### src/hw/rtl/sksc_pkg.sv
// ----------------------------------------------------------------------------
// sksc_pkg
// Shared types and constants for the salted keystream byte cipher.
// ----------------------------------------------------------------------------
package sksc_pkg;

  localparam int KEY_BYTES  = 16;
  localparam int SALT_BYTES = 8;
  localparam int CFG_WIDTH  = 64;
  localparam int CFG_IDX_W  = 2;

  typedef logic [7:0] byte_t;
  typedef logic [7:0] pos_t;
  typedef logic [CFG_WIDTH-1:0] cfg_word_t;
  typedef logic [CFG_IDX_W-1:0] cfg_idx_t;

  // Register indexes of the configuration port.
  typedef enum logic [CFG_IDX_W-1:0] {
    REG_SALT     = 2'd0,
    REG_KEY_LOW  = 2'd1,
    REG_KEY_HIGH = 2'd2
  } reg_idx_t;

  // Salt and key held as byte arrays; element k sits in bits 8k+7 down to 8k.
  typedef struct packed {
    logic [SALT_BYTES-1:0][7:0] salt;
    logic [KEY_BYTES-1:0][7:0]  key;
  } cfg_t;

endpackage

### src/hw/rtl/sksc_cfg.sv
// ----------------------------------------------------------------------------
// sksc_cfg
// Configuration registers for salt and master key, written by index.
// ----------------------------------------------------------------------------
module sksc_cfg (
  input  logic                  clk,
  input  logic                  rst,
  input  logic                  wr_en,
  input  sksc_pkg::cfg_idx_t    wr_index,
  input  sksc_pkg::cfg_word_t   wr_data,
  output sksc_pkg::cfg_t        cfg
);
  import sksc_pkg::*;

  cfg_word_t salt_bytes;
  cfg_word_t key_low;
  cfg_word_t key_high;

  always_ff @(posedge clk) begin
    if (rst) begin
      salt_bytes <= '0;
      key_low    <= '0;
      key_high   <= '0;
    end else if (wr_en) begin
      case (wr_index)
        REG_SALT:     salt_bytes <= wr_data;
        REG_KEY_LOW:  key_low    <= wr_data;
        REG_KEY_HIGH: key_high   <= wr_data;
        default: ;
      endcase
    end
  end

  assign cfg.salt = salt_bytes;
  assign cfg.key  = {key_high, key_low};

endmodule

### src/hw/rtl/sksc_keystream.sv
// ----------------------------------------------------------------------------
// sksc_keystream
// Keystream byte for one position, XORed onto the message byte.
// ----------------------------------------------------------------------------
module sksc_keystream (
  input  sksc_pkg::cfg_t  cfg,
  input  sksc_pkg::pos_t  pos,
  input  sksc_pkg::byte_t data_byte,
  output sksc_pkg::byte_t cipher_byte
);
  import sksc_pkg::*;

  byte_t       s;
  byte_t       mixed;
  logic [2:0]  rot_amt;
  logic [15:0] rot_wide;
  byte_t       rotated;
  logic [2:0]  salt2_idx;
  byte_t       pos_term;
  byte_t       key2_sum;
  byte_t       ks;

  always_comb begin
    s         = cfg.salt[pos[2:0]];
    mixed     = cfg.key[pos[3:0]] ^ s;
    rot_amt   = pos[2:0] + s[2:0];
    rot_wide  = {mixed, mixed} << rot_amt;
    rotated   = rot_wide[15:8];
    // pos*7 mod 8 equals the negated low three bits of pos.
    salt2_idx = 3'd0 - pos[2:0];
    // pos*31 mod 256 as (pos << 5) - pos.
    pos_term  = {pos[2:0], 5'd0} - pos + cfg.salt[salt2_idx];
    key2_sum  = {pos[6:0], 1'b0} + pos + s;
    ks        = rotated ^ pos_term ^ cfg.key[key2_sum[3:0]];
    cipher_byte = data_byte ^ ks;
  end

endmodule

### src/hw/rtl/salted_keystream_byte_cipher_top.sv
// ----------------------------------------------------------------------------
// salted_keystream_byte_cipher_top
// Byte stream cipher: XOR with a salt- and key-dependent keystream.
// ----------------------------------------------------------------------------
// Usage:
//   Message bytes enter on the in_valid/in_ready channel with data_byte and
//   is_last; results leave on out_valid/out_ready with cipher_byte and
//   end_of_message. Each transfer in yields exactly one transfer out, in order.
//   Encryption and decryption are the same operation. Salt and key are written
//   through wr_en/wr_index/wr_data while idle; the user must ensure this, as
//   the block does not enforce it. The input register holds the byte and its
//   position, and the keystream logic feeds the output register. Throughput is
//   one byte per cycle while out_ready is high, set by the single keystream
//   stage between those registers. The byte position counts transfers mod 256
//   and returns to zero after a byte marked last.
//   Reset clears the salt, key, position and both valid flags.
//   When the receiver stalls, the output register holds its result and the
//   input register takes one more byte if empty, and in_ready then stays low.
// ----------------------------------------------------------------------------
module salted_keystream_byte_cipher_top (
  input  logic                clk,
  input  logic                rst,
  input  logic                wr_en,
  input  sksc_pkg::cfg_idx_t  wr_index,
  input  sksc_pkg::cfg_word_t wr_data,
  input  logic                in_valid,
  output logic                in_ready,
  input  sksc_pkg::byte_t     data_byte,
  input  logic                is_last,
  output logic                out_valid,
  input  logic                out_ready,
  output sksc_pkg::byte_t     cipher_byte,
  output logic                end_of_message
);
  import sksc_pkg::*;

  cfg_t  cfg;
  pos_t  byte_position;
  logic  s1_valid;
  byte_t s1_data;
  logic  s1_last;
  pos_t  s1_pos;
  logic  s1_advance;
  byte_t ks_result;

  sksc_cfg u_cfg (
    .clk      (clk),
    .rst      (rst),
    .wr_en    (wr_en),
    .wr_index (wr_index),
    .wr_data  (wr_data),
    .cfg      (cfg)
  );

  assign s1_advance = s1_valid && (!out_valid || out_ready);
  assign in_ready   = !s1_valid || s1_advance;

  always_ff @(posedge clk) begin
    if (rst) begin
      s1_valid      <= 1'b0;
      byte_position <= '0;
    end else begin
      if (in_valid && in_ready) begin
        s1_valid      <= 1'b1;
        byte_position <= is_last ? '0 : byte_position + 8'd1;
      end else if (s1_advance) begin
        s1_valid <= 1'b0;
      end
    end
  end

  always_ff @(posedge clk) begin
    if (in_valid && in_ready) begin
      s1_data <= data_byte;
      s1_last <= is_last;
      s1_pos  <= byte_position;
    end
  end

  sksc_keystream u_keystream (
    .cfg         (cfg),
    .pos         (s1_pos),
    .data_byte   (s1_data),
    .cipher_byte (ks_result)
  );

  always_ff @(posedge clk) begin
    if (rst) begin
      out_valid <= 1'b0;
    end else if (s1_advance) begin
      out_valid <= 1'b1;
    end else if (out_ready) begin
      out_valid <= 1'b0;
    end
  end

  always_ff @(posedge clk) begin
    if (s1_advance) begin
      cipher_byte    <= ks_result;
      end_of_message <= s1_last;
    end
  end

endmodule
### config.mk
export PLATFORM = sky130hd
export DESIGN_NAME = salted_keystream_byte_cipher_top
export DESIGN_NICKNAME = d
export VERILOG_FILES = /design/src/hw/rtl/sksc_pkg.sv /design/src/hw/rtl/sksc_cfg.sv /design/src/hw/rtl/sksc_keystream.sv /design/src/hw/rtl/salted_keystream_byte_cipher_top.sv
export SDC_FILE = /design/constraint.sdc
export NUM_CORES = 1
export LEC_CHECK = 0
export ABC_AREA = 1
export BUFFER_PORTS_ARGS = -buffer_cell sky130_fd_sc_hd__buf_2
export CAP_MARGIN = 20
export CORE_MARGIN = 5
export CORE_UTILIZATION = 55
export DETAILED_ROUTE_END_ITERATION = 8
export MAX_ROUTING_LAYER = met4
export PLACE_DENSITY = 0.77
export SLEW_MARGIN = 20
export SYNTH_ARGS = -nofsm -noshare
export SYNTH_HDL_FRONTEND = slang
export SYNTH_SLANG_ARGS = --single-unit
### constraint.sdc
create_clock -name clk -period 4.2 [get_ports clk]
set_input_delay 0.84 -clock clk [delete_from_list [all_inputs] [get_ports clk]]
set_output_delay 0.84 -clock clk [all_outputs]
set_load 0.1 [all_outputs]
== Word level (Yosys, flattened, before mapping) ==
Cells that the tools add are included.
Cells by class
  $mul: 0
  divide/modulo/power cells: 0
  magnitude comparators: 4
  equal/unequal tests: 2
  bitwise operators: 4
  add/sub/neg operators: 7
  shift-type cells: 1
  muxes and demuxes: 13
  reduce and logical (&&, ||, !) cells: 12
Operator list (number)
  $bmux 8 s4: 2
  $bmux 8 s3: 2
  $mux 8: 5
  $xor 8x8->8: 4
  $shl 16x3->16: 1
  $lt 4x5->1 const B: 2
  $add 4x4->4: 2
  $add 8x1->8 const B: 1
  $add 8x8->8: 1
  $lt 3x4->1 const B: 2
  $sub 8x8->8: 1
  $reduce_and 2->1: 3
  $mux 1: 4
  $reduce_bool 2->1: 2
  $add 3x3->3: 1
  $sub 1x3->3 const A: 1
  $eq 2x1->1 const B: 1
  $eq 2x2->1 const B: 1
  $logic_and 1x1->1: 2
  $logic_not 1->1: 2
  $logic_not 2->1: 1
  $logic_or 1x1->1: 2
Word-level totals
  memories kept: 0
  output and inout bits: 11
  bits of input ports: 80
  RAM bits: 0
  bits in latches: 0
  bits in read-only memories: 0
  logic and storage cells: 54
  flip-flop bits (word level): 228

== Longest topological paths before layout ==
  depth after elaboration: 7
  mapped depth: 27
  gate-level depth less buffers: 25

== Hierarchy ==
From an unflattened synthesis, not the netlist that was laid out.
Second synthesis, totals
  cells, all modules: 2402
  area, all modules: 14496.4 um^2
By module, submodules not included
  sksc_cfg: area an instance 8037.7 um^2, cells each 1235, instances 1
  sksc_keystream: area an instance 5137.4 um^2, cells each 1068, instances 1
  salted_keystream_byte_cipher_top: area an instance 1321.3 um^2, cells each 99, instances 1

== Worst setup path before layout ==
OpenSTA, ideal clock, no wires.
  kind: register to register
  from: register s1_pos[1]
  to: register cipher_byte[5], data pin
  data arrival time: 3.880 ns
  required time: 3.948 ns
  buffers on the path: 4
  clock period less this slack: 4.132 ns
  path slack: 0.068 ns
  stages on the path, launching flop included: 22
  cell sequence: edfxtp_1 inv_1 buf_2 buf_2 ha_1 clkbuf_1 inv_1 clkbuf_1 a21oi_1 a31o_2 ha_1 inv_1 ha_1 inv_1 fa_1 o21ai_0 xnor2_1 xnor2_1 xor2_1 inv_1 nand2_1 nand2_1
Between the ends
  word-level cells in the longest chain between the ends: 7
  elaborated cells between the ends (all ways): 19
Ends and longest elaborated chain
  from (decl): line salted_keystream_byte_cipher_top.sv:42  | pos_t s1_pos;
  from (signal assigned): line salted_keystream_byte_cipher_top.sv:76  | s1_pos <= byte_position;
  $sub 1x3->3 (tied with other cells): line sksc_keystream.sv:30  | salt2_idx = 3'd0 - pos[2:0];
  $bmux 8 s3 (tied with other cells): line sksc_keystream.sv:32  | pos_term = {pos[2:0], 5'd0} - pos + cfg.salt[salt2_idx];
  $mux 8 (not written as such) (tied with other cells): line sksc_keystream.sv:32
  $add 8x8->8 (tied with other cells): line sksc_keystream.sv:32
  $xor 8x8->8 / $mux 8 (equally long branches): line sksc_keystream.sv:34  | ks = rotated ^ pos_term ^ cfg.key[key2_sum[3:0]];
  $xor 8x8->8 *: line sksc_keystream.sv:34
  $xor 8x8->8 *: line sksc_keystream.sv:35  | cipher_byte = data_byte ^ ks;
  via ks_result[5]: line salted_keystream_byte_cipher_top.sv:44  | byte_t ks_result;
  to (signal assigned): line salted_keystream_byte_cipher_top.sv:99  | cipher_byte <= ks_result;
  to (decl): line salted_keystream_byte_cipher_top.sv:32  | output sksc_pkg::byte_t cipher_byte,
Mark *: on every way through the listed nets, which the timed path passes. The rest lies on a longest branch. The select of a mux whose other input is x is not followed.
A chain may end at the register's enable or synchronous reset.

== Worst setup path after layout ==
  from: register s1_pos[0]
  to: register cipher_byte[1], data pin
Same word-level chain as after synthesis.

==> impl_metrics.xml <==
<?xml version="1.0" encoding="UTF-8"?>
<metrics>
  <group name="outcome">
    <metric name="outcome" unit="">finished, final reports clean</metric>
  </group>
  <group name="timing">
    <metric name="setup_viol" unit="">0</metric>
    <metric name="fin_worst_skew" unit="ps">9.556</metric>
    <metric name="fin_crit_sh" unit="%">94.56</metric>
    <metric name="slew_headroom" unit="%">38.65</metric>
    <metric name="finalHoldViolCount" unit="">0</metric>
    <metric name="timing_worst_slew_pin_value" unit="ps">919.2</metric>
    <metric name="final_max_slew_viol_count" unit="">0</metric>
    <metric name="fin_ws" unit="ps">228.5</metric>
    <metric name="min_period" unit="ps">3972</metric>
    <metric name="unrepaired_setup_endpoints_after_global_routing" unit="">false</metric>
    <metric name="final_setup_tns" unit="ps">0</metric>
    <metric name="max_freq" unit="MHz">251.8</metric>
  </group>
  <group name="worst_setup_path">
    <metric name="critPathTopFamily" unit="">buffers and inverters</metric>
    <metric name="worst_r2r_path_depth" unit="">17</metric>
    <metric name="critPathArrivalTime" unit="ps">4260</metric>
    <metric name="critical_path.n_buffers_inverters" unit="">5</metric>
    <metric name="critical_path.reg2reg.endpoint" unit="">cipher_byte[1]</metric>
    <metric name="worst_ep_required_time" unit="ps">4490</metric>
    <metric name="timing.critical_path.fanout_max" unit="">17</metric>
    <metric name="r2r_slack" unit="ps">230</metric>
    <metric name="critical_path.startpoint" unit="">s1_pos[0]</metric>
    <metric name="critPathLaunchType" unit="">register</metric>
    <metric name="critical-path-top-cell-by-count" unit="">nand2_1</metric>
    <metric name="startpoint_of_the_most_critical_register_to_register_path" unit="">s1_pos[0]</metric>
    <metric name="crit_slowest_cell" unit="">edfxtp_1</metric>
    <metric name="timing.critical_path.cells" unit="">inv_2, buf_4, nand2_1, nand3_1, nand3_2, nand2_2, fa_1, inv_1, fa_1, inv_1, nand2_1, nand3_1, o21ai_1, xnor2_1, inv_1, nand2_1, nand2_1</metric>
    <metric name="worstSetupPathType" unit="">register to register</metric>
    <metric name="cp_slowest_stage_delay" unit="ps">520</metric>
    <metric name="critical_path.endpoint_type" unit="">register</metric>
  </group>
  <group name="clocking">
    <metric name="cts_setup_buffers" unit="">0</metric>
    <metric name="cts_tree" unit="">done</metric>
    <metric name="cts-buffers-inserted" unit="">25</metric>
    <metric name="clock_sink_count" unit="">228</metric>
    <metric name="h_tree_level_count" unit="">1</metric>
    <metric name="clock_path_buffers" unit="">3</metric>
    <metric name="clock_insertion_delay_worst_skew" unit="ps">540</metric>
    <metric name="cts.reportedPaths.clkPinSlew" unit="ps">60</metric>
    <metric name="cts_hold_buffers" unit="">0</metric>
    <metric name="cts-root-buf" unit="">clkbuf_16</metric>
  </group>
  <group name="power">
    <metric name="post-layout-total-power" unit="W">0.006915</metric>
    <metric name="p_leak" unit="nW">6.029</metric>
    <metric name="power_density" unit="nW/um^2">492.0</metric>
    <metric name="largest_voltage_drop_on_the_vdd_net" unit="uV">381.8</metric>
  </group>
  <group name="floorplan">
    <metric name="design.core.area" unit="um^2">22570</metric>
    <metric name="die_area" unit="um^2">26040</metric>
    <metric name="die_x" unit="um">161.4</metric>
    <metric name="die_height" unit="um">161.4</metric>
    <metric name="effective_utilization_at_floorplan" unit="%">55.83</metric>
    <metric name="floorplan.rows" unit="">55</metric>
    <metric name="pin_count" unit="">91</metric>
  </group>
  <group name="global_routing">
    <metric name="grt_pass1_wl" unit="um">69950</metric>
    <metric name="met2_use_gr" unit="%">55.64</metric>
    <metric name="initial_antenna_violation_count" unit="">0</metric>
    <metric name="grt_use_met1" unit="%">48.63</metric>
    <metric name="grt-ovfl-total" unit="">0</metric>
    <metric name="grt_pass1_vias" unit="">12040</metric>
    <metric name="grt_util_met3" unit="%">4.899</metric>
    <metric name="groute.usage.overall" unit="%">35.40</metric>
    <metric name="grt_start_max_net_pins" unit="">130</metric>
    <metric name="busiest_layer" unit="">met2</metric>
  </group>
  <group name="drt">
    <metric name="detailedRoute.firstIterationViolations" unit="">1571</metric>
    <metric name="vias" unit="">13110</metric>
    <metric name="postRouteAntennaNets" unit="">0</metric>
    <metric name="post_drt_wl_per_cell" unit="um">20.41</metric>
    <metric name="routed_via_density" unit="">5.853</metric>
    <metric name="drtPass1Iterations" unit="">7</metric>
    <metric name="drt_drc_violations_left" unit="">0</metric>
    <metric name="wl" unit="um">45720</metric>
  </group>
  <group name="yosys">
    <metric name="netlist_top_cells_area" unit="">dfxtp_1 (32%), o21ai_0 (13%), nand2_1 (11%)</metric>
    <metric name="syn-num-nets" unit="">2006</metric>
    <metric name="ys_seq_elements" unit="">228</metric>
    <metric name="synth_top_cell_area_share" unit="%">32.09</metric>
    <metric name="synth_ff_type" unit="">dfxtp_1</metric>
    <metric name="synth_area" unit="um^2">12600</metric>
    <metric name="yosysWarningCount" unit="">0</metric>
    <metric name="seq_area_frac_synth" unit="%">38.28</metric>
    <metric name="synth_cell_types" unit="">37</metric>
    <metric name="synth_area_per_cell" unit="um^2">6.619</metric>
    <metric name="synth.most_common_cell" unit="">nand2_1</metric>
    <metric name="synthDominantAreaCellType" unit="">dfxtp_1</metric>
    <metric name="number_of_enable_type_register_cells_in_the_synthesized_netlist" unit="">26</metric>
    <metric name="post_synth_inst_count" unit="">1904</metric>
    <metric name="synth.top_cells.by_count" unit="">nand2_1 (384), o21ai_0 (315), nand3_1 (210)</metric>
    <metric name="ys_async_sr_fraction" unit="%">0</metric>
  </group>
  <group name="placement">
    <metric name="detailedPlace.worstSlack" unit="ps">190.4</metric>
    <metric name="gpl.final_weighted_congestion" unit="">1.033</metric>
    <metric name="io_buffer_count" unit="">90</metric>
    <metric name="dp_hpwl" unit="um">33510</metric>
  </group>
  <group name="finish">
    <metric name="syn_to_final_growth" unit="%">11.52</metric>
    <metric name="sequential_cell_area" unit="um^2">4825</metric>
    <metric name="fillers" unit="">2182</metric>
    <metric name="area_of_combinational_cells_with_multiple_inputs" unit="um^2">6568</metric>
    <metric name="layout-drive-gt1-share" unit="%">10.13</metric>
    <metric name="finish.net_count" unit="">2038</metric>
    <metric name="antenna_cells" unit="">0</metric>
  </group>
  <group name="worst_hold_path">
    <metric name="worst_hold_path_type" unit="">register to register</metric>
    <metric name="holdCritStartpoint" unit="">s1_last</metric>
    <metric name="min_delay_worst_endpoint" unit="">end_of_message</metric>
    <metric name="min_delay_path_depth" unit="">0</metric>
  </group>
  <group name="flow_run">
    <metric name="cap_violations" unit="">0</metric>
  </group>
</metrics>
## area by class of cell
class	instances	share of cell area [%]
Clock buffer	38	5.084
Clock inverter	8	0.5965
Inverter	177	4.790
Multi-Input combinational cell	1369	46.73
Sequential cell	228	34.33
Tap cell	285	2.537
Timing Repair Buffer	135	5.929
## where the power goes
part	internal (W)	switching [W]	leakage (nW)
Clock	0.00124	0.000935	0.395
Sequential	0.00236	0.0000655	1.91
Combinational	0.000697	0.00161	3.73
Total	0.00430	0.00261	6.03
## what timing repair did
action                     4_1_cts  5_1_grt
hold endpoints to repair         0        0
gates resized for setup          0        9
setup endpoints to repair        0        8
## logic make-up after synthesis
logic type	Yosys count	synth area share, %
AND/OR/NAND/NOR	813	26.95
AO/OA/AOI/OAI	516	20.96
buffers and inverters	307	9.899
flip-flops	228	38.28
adder cells (fa/ha/maj)	22	2.601
XOR/XNOR	18	1.311
## worst max-delay path by stage
stage,slack [ps],to,depth (start not counted)
final,230,cipher_byte[1],17
after global routing,10,cipher_byte[4],22
after CTS,170,cipher_byte[1],21
after detailed placement,190,cipher_byte[1],21
after global placement,260,cipher_byte[6],16
after floorplan,70,cipher_byte[5],21
## worst reg2reg max path, cell delays in order, from the launching register on
cell      delay, ps
edfxtp_1        520
inv_2           190
buf_4           260
nand2_1         110
nand3_1         100
nand3_2         120
nand2_2         170
fa_1            430
inv_1            80
fa_1            430
inv_1           440
nand2_1         230
nand3_1         130
o21ai_1          80
xnor2_1         250
inv_1            60
nand2_1          60
nand2_1          70
## registers in the layout, summed over array words and instances, names as in the netlist
register,cells
u_cfg.salt_bytes,64
u_cfg.key_low,64
out_valid,1
byte_position,8
end_of_message,1
u_cfg.key_high,64
s1_pos,8
s1_valid,1
s1_last,1
s1_data,8
cipher_byte,8
## metrics by stage
| step | std cells | cell area (um^2) | utilization, % | hold slack [ps] |
|---|---|---|---|---|
| 6_report | 2240 | 14050 | 62.26 | 424.9 |
| 5_1_grt | 2240 | 14050 | 62.26 | 446.4 |
| 4_1_cts | 2240 | 14030 | 62.18 | 424.6 |
| 3_5_place_dp | 2194 | 13240 | 58.64 | 409.9 |
| 3_3_place_gp | 2194 | 13240 | 58.64 | 416.2 |
| 2_1_floorplan | 1904 | 12600 | - | 400.3 |
## placed cells by master (no fill, tap or decap), types with 2 or more instances in the layout
master,Yosys,layout
xnor2_1,11,11
clkbuf_16,0,25
nor2b_1,2,2
nand3b_1,2,2
edfxtp_1,26,26
nand2_2,3,2
clkinv_1,2,2
nand3_4,0,2
nor3_1,3,3
nand2_1,384,384
clkinv_2,0,6
buf_4,8,40
clkbuf_1,77,9
o22ai_1,3,3
o211ai_1,15,15
fa_1,7,7
nor2_1,195,195
o21ai_1,5,8
inv_2,7,6
nand4_1,3,3
nand3_1,210,207
a31o_2,2,2
o21ai_2,2,2
nor3b_1,4,4
dfxtp_1,202,202
nand3_2,3,4
inv_1,168,166
xor2_1,6,6
clkbuf_8,0,4
buf_12,0,3
buf_2,34,90
a21oi_1,173,173
o21ai_0,315,312
ha_1,15,14
buf_6,3,2
## layer usage
metal	share of wire (%)	vias up
met3	8.3	95
met2	46	581
met5	0	-
met1	43	6089
li1	-	6345
met4	2.9	0
Note: power is estimated with default switching activity, not from simulation.
